**src/sv/assert_macros.svh**
```systemverilog
// Assertion macros shared by the timer RTL; they expect clk and rst_n in scope.
`ifndef ASSERT_MACROS_SVH
`define ASSERT_MACROS_SVH

`ifndef SYNTHESIS

// Property must hold at every clock edge outside reset.
`define ASSERT_ALWAYS(lbl, prop) \
  lbl: assert property (@(posedge clk) disable iff (!rst_n) (prop)) \
    else $error("assertion failed");

// Consequent must hold in the same cycle as the antecedent.
`define ASSERT_IMPLY(lbl, ante, cons) \
  lbl: assert property (@(posedge clk) disable iff (!rst_n) (ante) |-> (cons)) \
    else $error("assertion failed");

`else

`define ASSERT_ALWAYS(lbl, prop)

`define ASSERT_IMPLY(lbl, ante, cons)

`endif

`endif

```
**src/sv/bst_pkg.sv**
```systemverilog
// Types, codes and constants of the bounded step timer.
package bst_pkg;

  localparam int VALUE_WIDTH    = 32;
  localparam int PRESCALE_WIDTH = 16;
  localparam int CMD_WIDTH      = 2;
  localparam int APB_DATA_WIDTH = 32;
  localparam int APB_ADDR_WIDTH = 5;
  localparam int REG_IDX_WIDTH  = 3;

  // Item commands
  localparam logic [CMD_WIDTH-1:0] CMD_TICK  = 2'd0;
  localparam logic [CMD_WIDTH-1:0] CMD_START = 2'd1;
  localparam logic [CMD_WIDTH-1:0] CMD_STOP  = 2'd2;
  localparam logic [CMD_WIDTH-1:0] CMD_WRITE = 2'd3;

  // Register indexes
  localparam logic [REG_IDX_WIDTH-1:0] REG_START    = 3'd0;
  localparam logic [REG_IDX_WIDTH-1:0] REG_STOP     = 3'd1;
  localparam logic [REG_IDX_WIDTH-1:0] REG_STEP     = 3'd2;
  localparam logic [REG_IDX_WIDTH-1:0] REG_INTERVAL = 3'd3;
  localparam logic [REG_IDX_WIDTH-1:0] REG_DOWN     = 3'd4;
  localparam logic [REG_IDX_WIDTH-1:0] REG_WRAP     = 3'd5;

  // Register reset values
  localparam logic [VALUE_WIDTH-1:0]    STEP_RESET     = VALUE_WIDTH'(1);
  localparam logic [PRESCALE_WIDTH-1:0] INTERVAL_RESET = PRESCALE_WIDTH'(10);

  typedef logic [VALUE_WIDTH-1:0]    value_t;
  typedef logic [PRESCALE_WIDTH-1:0] prescale_t;
  typedef logic [CMD_WIDTH-1:0]      cmd_t;

  typedef struct packed {
    value_t    start_value;
    value_t    stop_value;
    value_t    step_value;
    prescale_t interval_ticks;
    logic      count_down;
    logic      wrap_around;
  } cfg_t;

  typedef struct packed {
    cmd_t   command;
    value_t write_data;
  } in_item_t;

  typedef struct packed {
    value_t timer_value;
    logic   running;
    logic   value_published;
  } out_item_t;

endpackage

```
**src/sv/bst_if.sv**
```systemverilog
// Valid/ready channel interfaces for timer items and timer results.
interface bst_in_if;
  import bst_pkg::*;

  logic   valid;
  logic   ready;
  cmd_t   command;
  value_t write_data;

  modport source (output valid, output command, output write_data, input ready);
  modport sink   (input valid, input command, input write_data, output ready);
endinterface

interface bst_out_if;
  import bst_pkg::*;

  logic   valid;
  logic   ready;
  value_t timer_value;
  logic   running;
  logic   value_published;

  modport source (output valid, output timer_value, output running,
                  output value_published, input ready);
  modport sink   (input valid, input timer_value, input running,
                  input value_published, output ready);
endinterface

```
**src/sv/bst_regs.sv**
```systemverilog
// APB configuration registers of the bounded step timer.
module bst_regs (
  input  logic                                clk,
  input  logic                                rst_n,
  input  logic                                psel,
  input  logic                                penable,
  input  logic                                pwrite,
  input  logic [bst_pkg::APB_ADDR_WIDTH-1:0]  paddr,
  input  logic [bst_pkg::APB_DATA_WIDTH-1:0]  pwdata,
  output logic [bst_pkg::APB_DATA_WIDTH-1:0]  prdata,
  output logic                                pready,
  output bst_pkg::cfg_t                       cfg
);
  import bst_pkg::*;

  logic [REG_IDX_WIDTH-1:0] reg_idx;
  logic                     wr_en;
  cfg_t                     cfg_r;
  cfg_t                     cfg_nxt;

  assign reg_idx = paddr[APB_ADDR_WIDTH-1:2];
  assign wr_en   = psel && penable && pwrite;
  assign pready  = 1'b1;
  assign cfg     = cfg_r;

  // Decode the write transfer
  always_comb begin
    cfg_nxt = cfg_r;
    if (wr_en) begin
      case (reg_idx)
        REG_START:    cfg_nxt.start_value    = pwdata[VALUE_WIDTH-1:0];
        REG_STOP:     cfg_nxt.stop_value     = pwdata[VALUE_WIDTH-1:0];
        REG_STEP:     cfg_nxt.step_value     = pwdata[VALUE_WIDTH-1:0];
        REG_INTERVAL: cfg_nxt.interval_ticks = pwdata[PRESCALE_WIDTH-1:0];
        REG_DOWN:     cfg_nxt.count_down     = pwdata[0];
        REG_WRAP:     cfg_nxt.wrap_around    = pwdata[0];
        default:      cfg_nxt = cfg_r;
      endcase
    end
  end

  always_ff @(posedge clk) begin
    if (!rst_n) begin
      cfg_r.start_value    <= '0;
      cfg_r.stop_value     <= '0;
      cfg_r.step_value     <= STEP_RESET;
      cfg_r.interval_ticks <= INTERVAL_RESET;
      cfg_r.count_down     <= 1'b0;
      cfg_r.wrap_around    <= 1'b0;
    end else begin
      cfg_r <= cfg_nxt;
    end
  end

  // Read back the addressed register
  always_comb begin
    case (reg_idx)
      REG_START:    prdata = APB_DATA_WIDTH'(cfg_r.start_value);
      REG_STOP:     prdata = APB_DATA_WIDTH'(cfg_r.stop_value);
      REG_STEP:     prdata = APB_DATA_WIDTH'(cfg_r.step_value);
      REG_INTERVAL: prdata = APB_DATA_WIDTH'(cfg_r.interval_ticks);
      REG_DOWN:     prdata = APB_DATA_WIDTH'(cfg_r.count_down);
      REG_WRAP:     prdata = APB_DATA_WIDTH'(cfg_r.wrap_around);
      default:      prdata = '0;
    endcase
  end

endmodule

```
**src/sv/bst_core.sv**
```systemverilog
// Timer state and the combinational update for one command item.
`include "assert_macros.svh"

module bst_core (
  input  logic                clk,
  input  logic                rst_n,
  input  bst_pkg::cfg_t       cfg,
  input  logic                item_fire,
  input  bst_pkg::in_item_t   item,
  output bst_pkg::out_item_t  result
);
  import bst_pkg::*;

  value_t    bound_r;
  value_t    bound_nxt;
  logic      run_flag_r;
  logic      run_flag_nxt;
  prescale_t pc_r;
  prescale_t pc_nxt;
  logic      published;

  value_t    stepped;
  prescale_t pc_inc;
  logic      expire;
  logic      neg_v;
  logic      neg_c;
  logic      win_dn;
  logic      win_up;
  value_t    exp_val;
  logic      exp_run;
  logic      exp_pub;

  // Step and window compares on the current value
  assign stepped = cfg.count_down ? bound_r - cfg.step_value : bound_r + cfg.step_value;
  assign neg_v   = bound_r[VALUE_WIDTH-1];
  assign neg_c   = stepped[VALUE_WIDTH-1];
  assign win_dn  = (bound_r >= cfg.stop_value) && (bound_r <= cfg.start_value) && !neg_v;
  assign win_up  = (bound_r >= cfg.start_value) && (bound_r <= cfg.stop_value) && !neg_v;

  // Prescaler: a zero interval acts as one
  assign pc_inc = pc_r + PRESCALE_WIDTH'(1);
  assign expire = (pc_inc >= cfg.interval_ticks) || (pc_inc == '0);

  // Outcome of one expiry
  always_comb begin
    exp_val = bound_r;
    exp_run = 1'b1;
    exp_pub = 1'b0;
    if (cfg.count_down) begin
      if (!win_dn) begin
        if (cfg.wrap_around && ((bound_r < cfg.stop_value) || neg_v || (bound_r == '0))) begin
          exp_val = cfg.start_value;
          exp_pub = 1'b1;
        end else begin
          exp_run = 1'b0;
        end
      end else if (!cfg.wrap_around) begin
        if ((stepped < cfg.stop_value) || neg_c) begin
          exp_run = 1'b0;
        end else begin
          exp_val = stepped;
          exp_pub = 1'b1;
          if (stepped == cfg.stop_value) exp_run = 1'b0;
        end
      end else begin
        exp_pub = 1'b1;
        exp_val = ((stepped < cfg.stop_value) || neg_c) ? cfg.start_value : stepped;
      end
    end else begin
      if (!win_up) begin
        if (cfg.wrap_around && (bound_r > cfg.stop_value) && !neg_v) begin
          exp_val = cfg.start_value;
          exp_pub = 1'b1;
        end else begin
          exp_run = 1'b0;
        end
      end else if (!cfg.wrap_around) begin
        if (stepped > cfg.stop_value) begin
          exp_run = 1'b0;
        end else begin
          exp_val = stepped;
          exp_pub = 1'b1;
          if (stepped == cfg.stop_value) exp_run = 1'b0;
        end
      end else begin
        exp_pub = 1'b1;
        exp_val = (stepped > cfg.stop_value) ? cfg.start_value : stepped;
      end
    end
  end

  // Apply the command
  always_comb begin
    bound_nxt    = bound_r;
    run_flag_nxt = run_flag_r;
    pc_nxt       = pc_r;
    published    = 1'b0;
    case (item.command)
      CMD_TICK: begin
        if (run_flag_r) begin
          if (expire) begin
            pc_nxt       = '0;
            bound_nxt    = exp_val;
            run_flag_nxt = exp_run;
            published    = exp_pub;
          end else begin
            pc_nxt = pc_inc;
          end
        end
      end
      CMD_START: begin
        bound_nxt    = cfg.start_value;
        run_flag_nxt = 1'b1;
        pc_nxt       = '0;
        published    = 1'b1;
      end
      CMD_STOP: begin
        run_flag_nxt = 1'b0;
        pc_nxt       = '0;
      end
      CMD_WRITE: begin
        bound_nxt = item.write_data;
        published = 1'b1;
      end
      default: begin
        bound_nxt = bound_r;
      end
    endcase
  end

  always_ff @(posedge clk) begin
    if (!rst_n) begin
      bound_r    <= '0;
      run_flag_r <= 1'b0;
      pc_r       <= '0;
    end else if (item_fire) begin
      bound_r    <= bound_nxt;
      run_flag_r <= run_flag_nxt;
      pc_r       <= pc_nxt;
    end
  end

  assign result.timer_value     = bound_nxt;
  assign result.running         = run_flag_nxt;
  assign result.value_published = published;

  // A stopped timer keeps its prescaler cleared
  `ASSERT_IMPLY(a_stopped_pc_clear, !run_flag_r, pc_r == '0)
  // Only an accepted start sets the run flag
  `ASSERT_IMPLY(a_run_from_start, $rose(run_flag_r), $past(item_fire) && ($past(item.command) == CMD_START))

endmodule

```
**src/sv/bst_obuf.sv**
```systemverilog
// Two-entry result buffer: output register plus a skid entry.
`include "assert_macros.svh"

module bst_obuf (
  input  logic                clk,
  input  logic                rst_n,
  input  logic                push,
  input  bst_pkg::out_item_t  push_item,
  output logic                can_push,
  output logic                out_valid,
  input  logic                out_ready,
  output bst_pkg::out_item_t  out_item
);
  import bst_pkg::*;

  logic      out_v_r;
  out_item_t out_r;
  logic      skid_v_r;
  out_item_t skid_r;
  logic      head_free;

  assign can_push  = !skid_v_r;
  assign head_free = !out_v_r || out_ready;
  assign out_valid = out_v_r;
  assign out_item  = out_r;

  // Valid flags
  always_ff @(posedge clk) begin
    if (!rst_n) begin
      out_v_r  <= 1'b0;
      skid_v_r <= 1'b0;
    end else if (head_free) begin
      out_v_r  <= skid_v_r || push;
      skid_v_r <= 1'b0;
    end else if (push) begin
      skid_v_r <= 1'b1;
    end
  end

  // Payload: refill the head from the skid entry first
  always_ff @(posedge clk) begin
    if (head_free) begin
      out_r <= skid_v_r ? skid_r : push_item;
    end else if (push) begin
      skid_r <= push_item;
    end
  end

  // Skid entry only fills behind an occupied head
  `ASSERT_IMPLY(a_skid_behind_head, skid_v_r, out_v_r)
  // Skid entry fills only when the head was stalled
  `ASSERT_IMPLY(a_skid_on_stall, $rose(skid_v_r), $past(out_v_r) && !$past(out_ready))

endmodule

```
**src/sv/bounded_step_timer_top.sv**
```systemverilog
// Bounded step timer: programmable up/down stepping timer with prescaler and reload.
// The block takes one command item per clock (base tick, start, stop or value
// write) and returns exactly one result per item: the timer value, the run
// flag and whether the item published a new value. The whole update, one add
// or subtract of the step and the window compares, completes in the cycle the
// item is accepted, and its result is registered into the output buffer.
// A result register backed by one skid entry lets the input keep
// transferring while a result waits; the input stalls only when both entries
// are full. Registers sit on an APB port at byte address 4*index: start,
// stop, step, interval, count_down, wrap_around. Write them only while idle.
module bounded_step_timer_top (
  input  logic                                clk,
  input  logic                                rst_n,
  bst_in_if.sink                              in_if,
  bst_out_if.source                           out_if,
  input  logic                                psel,
  input  logic                                penable,
  input  logic                                pwrite,
  input  logic [bst_pkg::APB_ADDR_WIDTH-1:0]  paddr,
  input  logic [bst_pkg::APB_DATA_WIDTH-1:0]  pwdata,
  output logic [bst_pkg::APB_DATA_WIDTH-1:0]  prdata,
  output logic                                pready
);
  import bst_pkg::*;

  cfg_t      cfg;
  in_item_t  item;
  out_item_t result;
  out_item_t out_item;
  logic      can_push;
  logic      item_fire;

  assign item.command    = in_if.command;
  assign item.write_data = in_if.write_data;
  assign in_if.ready     = can_push;
  assign item_fire       = in_if.valid && can_push;

  bst_regs u_regs (
    .clk     (clk),
    .rst_n   (rst_n),
    .psel    (psel),
    .penable (penable),
    .pwrite  (pwrite),
    .paddr   (paddr),
    .pwdata  (pwdata),
    .prdata  (prdata),
    .pready  (pready),
    .cfg     (cfg)
  );

  bst_core u_core (
    .clk       (clk),
    .rst_n     (rst_n),
    .cfg       (cfg),
    .item_fire (item_fire),
    .item      (item),
    .result    (result)
  );

  bst_obuf u_obuf (
    .clk       (clk),
    .rst_n     (rst_n),
    .push      (item_fire),
    .push_item (result),
    .can_push  (can_push),
    .out_valid (out_if.valid),
    .out_ready (out_if.ready),
    .out_item  (out_item)
  );

  assign out_if.timer_value     = out_item.timer_value;
  assign out_if.running         = out_item.running;
  assign out_if.value_published = out_item.value_published;

endmodule
```
**src/flat_wrapper.sv**
```systemverilog
// flat-port wrapper written by rule: the top's interface ports become plain ports
module bounded_step_timer_top_flat import bst_pkg::*;
  (clk, rst_n, psel, penable, pwrite, paddr, pwdata, prdata, pready, in_if_valid, in_if_command, in_if_write_data, in_if_ready, out_if_valid, out_if_timer_value, out_if_running, out_if_value_published, out_if_ready);
  bst_in_if in_if_i ();
  bst_out_if out_if_i ();
  input  logic clk;
  input  logic rst_n;
  input  logic psel;
  input  logic penable;
  input  logic pwrite;
  input  logic [bst_pkg::APB_ADDR_WIDTH-1:0] paddr;
  input  logic [bst_pkg::APB_DATA_WIDTH-1:0] pwdata;
  output logic [bst_pkg::APB_DATA_WIDTH-1:0] prdata;
  output logic pready;
  input wire logic [$bits(in_if_i.valid)-1:0] in_if_valid;
  input wire logic [$bits(in_if_i.command)-1:0] in_if_command;
  input wire logic [$bits(in_if_i.write_data)-1:0] in_if_write_data;
  output wire logic [$bits(in_if_i.ready)-1:0] in_if_ready;
  output wire logic [$bits(out_if_i.valid)-1:0] out_if_valid;
  output wire logic [$bits(out_if_i.timer_value)-1:0] out_if_timer_value;
  output wire logic [$bits(out_if_i.running)-1:0] out_if_running;
  output wire logic [$bits(out_if_i.value_published)-1:0] out_if_value_published;
  input wire logic [$bits(out_if_i.ready)-1:0] out_if_ready;
  assign in_if_i.valid = in_if_valid;
  assign in_if_i.command = in_if_command;
  assign in_if_i.write_data = in_if_write_data;
  assign in_if_ready = in_if_i.ready;
  assign out_if_valid = out_if_i.valid;
  assign out_if_timer_value = out_if_i.timer_value;
  assign out_if_running = out_if_i.running;
  assign out_if_value_published = out_if_i.value_published;
  assign out_if_i.ready = out_if_ready;
  bounded_step_timer_top u_core (.clk(clk), .rst_n(rst_n), .in_if(in_if_i), .out_if(out_if_i), .psel(psel), .penable(penable), .pwrite(pwrite), .paddr(paddr), .pwdata(pwdata), .prdata(prdata), .pready(pready));
endmodule
```
**config.mk**
```make
export PLATFORM = sky130hd
export DESIGN_NAME = bounded_step_timer_top_flat
export DESIGN_NICKNAME = d
export VERILOG_FILES = /design/src/sv/bst_pkg.sv /design/src/sv/bst_if.sv /design/src/sv/bst_regs.sv /design/src/sv/bst_core.sv /design/src/sv/bst_obuf.sv /design/src/sv/bounded_step_timer_top.sv /design/src/flat_wrapper.sv
export VERILOG_INCLUDE_DIRS = /design/src /design/src/sv
export SDC_FILE = /design/constraint.sdc
export NUM_CORES = 1
export LEC_CHECK = 0
export ABC_AREA = 1
export BUFFER_PORTS_ARGS = -buffer_cell sky130_fd_sc_hd__buf_4
export CAP_MARGIN = 20
export CORE_MARGIN = 5
export CORE_UTILIZATION = 55
export CTS_BUF_LIST = sky130_fd_sc_hd__clkbuf_16
export DETAILED_ROUTE_END_ITERATION = 6
export GPL_TIMING_DRIVEN = 0
export PLACE_DENSITY = 0.88
export RECOVER_POWER = 100
export SKIP_CTS_REPAIR_TIMING = 1
export SLEW_MARGIN = 15
export SYNTH_ARGS = -nofsm -noshare
export SYNTH_HDL_FRONTEND = slang
export SYNTH_SLANG_ARGS = --single-unit
```
**constraint.sdc**
```tcl
create_clock -name clk -period 5.75 [get_ports clk]
set_input_delay 0.2875 -clock clk [delete_from_list [all_inputs] [get_ports clk]]
set_output_delay 0.2875 -clock clk [all_outputs]
set_load 0.005 [all_outputs]
```
==> flow_summary.ini <==
[power_and_ir_drop]
seq_power_share = 0.349
clock_power_share = 0.328
p_int_mw = 3.36
power_density_nw_per_um2 = 240
switching_share = 0.367
p_leak_nw = 10.2
power.net_switching_mw = 1.95
comb_power_share = 0.323
peakVddDrop_v = 0.000217
p_total_mw = 5.31

[logic_synthesis]
yosysWarnings = 0
synth.most_common_cell = nand2_1
avgSynthCellArea_um2 = 6.55
syn-cell-area_um2 = 18800
yosysSeqAreaShare = 0.285
synth_common_cells = nand2_1, inv_1, nand3_1
synth_top_area_cell = dfxtp_1
netlist_instances = 2863
synth_edf_count = 68
syn_nets = 3092
ys.flop_type = dfxtp_1
synth-seq-cells = 233
synth_area_leaders = dfxtp_1, nand2_1, edfxtp_1, ha_1, inv_1
synth.distinct_cells = 54
synth_async_sr_flop_share = 0
synth_top_cell_area_share = 0.176

[critical_path]
crit_arrival_ns = 6.90
crit_start = u_core.u_regs.cfg[20]
crit_path_top_delay_cell = or4_1
crit_path_end_kind = register
startpoint_type = register
r2r_slack_ns = -0.88
reg2reg_depth = 42
cp.required_ns = 6.02
critPathMostFrequentCell = nand2_1
rr_startpoint = u_core.u_regs.cfg[20]
cp_slowest_stage_delay_ns = 0.47
r2r_end = u_core.u_obuf.out_item[19]
cp_max_fo = 7
crit_family = simple AND/OR/NAND/NOR gates
crit_type = register to register
cp_num_buf_inv = 8

[global_route]
grt_pass1_wl_um = 120000
grt_max_degree = 38
antenna_found_initial = 2
first_global_vias = 20700
grt-ovfl-total = 0
grt_use_total = 0.401

[clock_network]
clk_pin_slew_ns = 0.07
cts-root-buf = clkbuf_16
htree_num_levels = 1
insertion_delay_ns = 0.57
clock_path_buffers = 3
cts_buffers = 25
cts_sinks = 233
tritoncts = done

[timing]
final.period_utilization = 1.15
clock_skew_ns = 0.0345
tightest_slew_ns = 1.86
worst_slack_ns = -0.879
slew_violations = 17
final-hold-violation-count = 1
slew_headroom = -0.246
tns_ns = -72.60
max_freq_mhz = 151
whs_ns = -0.00447
fin_crit_ns = 6.63
setup_viol = 101
rsz0062_at_grt = true

[run]
cap_violations = 1

[layout]
drive_gt1_frac = 0.128
syn2layout_area_growth_pct = 17.8
diodes = 0
nets = 3285

[route]
vias_per_cell = 6.25
ant_nets = 0
drc_errors = 2
wire_per_inst_um = 23.3
vias = 22000
wl_um = 81900
drt_iter0_markers = 2905
drt_pass1_iterations = 7

[hold_path]
whs_endpoint = u_core.u_regs.cfg[5]
hold_start = pwdata[3]
min_path_cells = 3
hold_path.class = input pin to register

[floorplanning]
start_util = 0.558
ios = 147
fp.dieW_um = 195
die_area_um2 = 37900
core-area_um2 = 33600
die_h_um = 195
rows = 67

[placement]
gp_congestion = 1.09
io_buffers = 141
hpwl_um = 64700
dp_slack_ns = -2.41

[run_status]
status = finished with violations
violations = design-rule violations, negative hold slack, max-capacitance violations, max-slew violations, negative setup slack
area by class of cell:
type	count	area, um^2
Timing Repair Buffer	166	1280
Inverter	352	1330
Buffer	145	722
Sequential cell	233	5350
Multi-Input combinational cell	2133	12000
Tap cell	448	561
Clock inverter	21	241
Fill cell	2909	11500
Clock buffer	25	626
layout by cell type, fill, tap and decap left out, types with 15 or more instances in the layout:
cell / Yosys / routed
nand2_1: 747 / 702
inv_1: 342 / 336
a21oi_1: 242 / 227
nand3_1: 247 / 223
o21ai_0: 231 / 216
nor2_1: 175 / 168
dfxtp_1: 165 / 163
ha_1: 150 / 148
buf_4: 4 / 126
clkbuf_1: 113 / 112
edfxtp_1: 68 / 68
nand4_1: 51 / 51
nand2_2: 5 / 45
xor2_1: 44 / 42
o21ai_1: 37 / 39
clkbuf_4: 0 / 34
a221oi_1: 32 / 32
o221ai_1: 32 / 32
o211ai_1: 28 / 28
clkbuf_16: 0 / 27
nand3_2: 4 / 26
a21oi_2: 2 / 16
buf_2: 19 / 15
a22oi_1: 15 / 15
how the worst max path moves through the flow:
stage / endpoint / cells past startpoint
floorplan: u_core.u_obuf.out_item[27] / 43
global placement: u_core.u_obuf.out_item[7] / 38
detailed placement: u_core.u_obuf.out_item[33] / 38
CTS: u_core.u_obuf.out_item[30] / 38
global route: u_core.u_obuf.out_item[19] / 42
finish: u_core.u_obuf.out_item[19] / 42
power by group through the flow:
stage	Combinational, mW	Clock, mW	Sequential [mW]
after floorplan	0.927	0	1.85
after global placement	1.41	0	1.88
final	1.71	1.74	1.86
after global routing	1.83	1.79	1.86
after detailed placement	1.44	0	1.88
after CTS	1.45	1.72	1.85
routing by layer:
| layer | global-route usage | share of wire | vias up |
|---|---|---|---|
| li1 | - | - | 10000 |
| met1 | 0.530 | 0.38 | 10000 |
| met2 | 0.630 | 0.43 | 1628 |
| met3 | 0.0878 | 0.13 | 341 |
| met4 | 0.184 | 0.057 | 4 |
| met5 | 0 | 0.00037 | - |
stage by stage:
stage	utilization	std cells	hold WS (ns)	area, um^2
3_3_place_gp	0.606	3452	0.467	20400
6_report	0.657	3523	-0.00447	22100
4_1_cts	0.633	3500	-0.0148	21300
2_1_floorplan	-	2863	0.418	18800
3_5_place_dp	0.607	3454	0.480	20400
5_1_grt	0.657	3523	0.0182	22100
kinds of logic (layout without fill, tap and decap cells):
| group | after synthesis | after routing | synth area share |
|---|---|---|---|
| simple gates | 1281 | 1281 | 0.290 |
| compound gates | 647 | 647 | 0.196 |
| buf+inv | 497 | 709 | 0.103 |
| flops | 233 | 233 | 0.285 |
| fa+ha+maj | 151 | 151 | 0.101 |
| xor+xnor | 53 | 53 | 0.0252 |
| other cells | 1 | 1 | 0.000200 |
worst min-delay path, delay by kind of cell:
family          cells  cell delay (ns)
buf+inv             1             0.11
simple gates        1             0.06
compound gates      1             0.07
state kept, by name, indices dropped and copies added, names as in the netlist:
signal and cells:
u_core.u_core.pc_r 16, u_core.u_obuf.out_valid 1, u_core.u_regs.cfg 114, u_core.u_core.run_flag_r 1, u_core.u_core.bound_r 32, u_core.u_obuf.out_item 34, u_core.u_obuf.skid_v_r 1, u_core.u_obuf.skid_r 34
(Power assumes the default switching activity.)
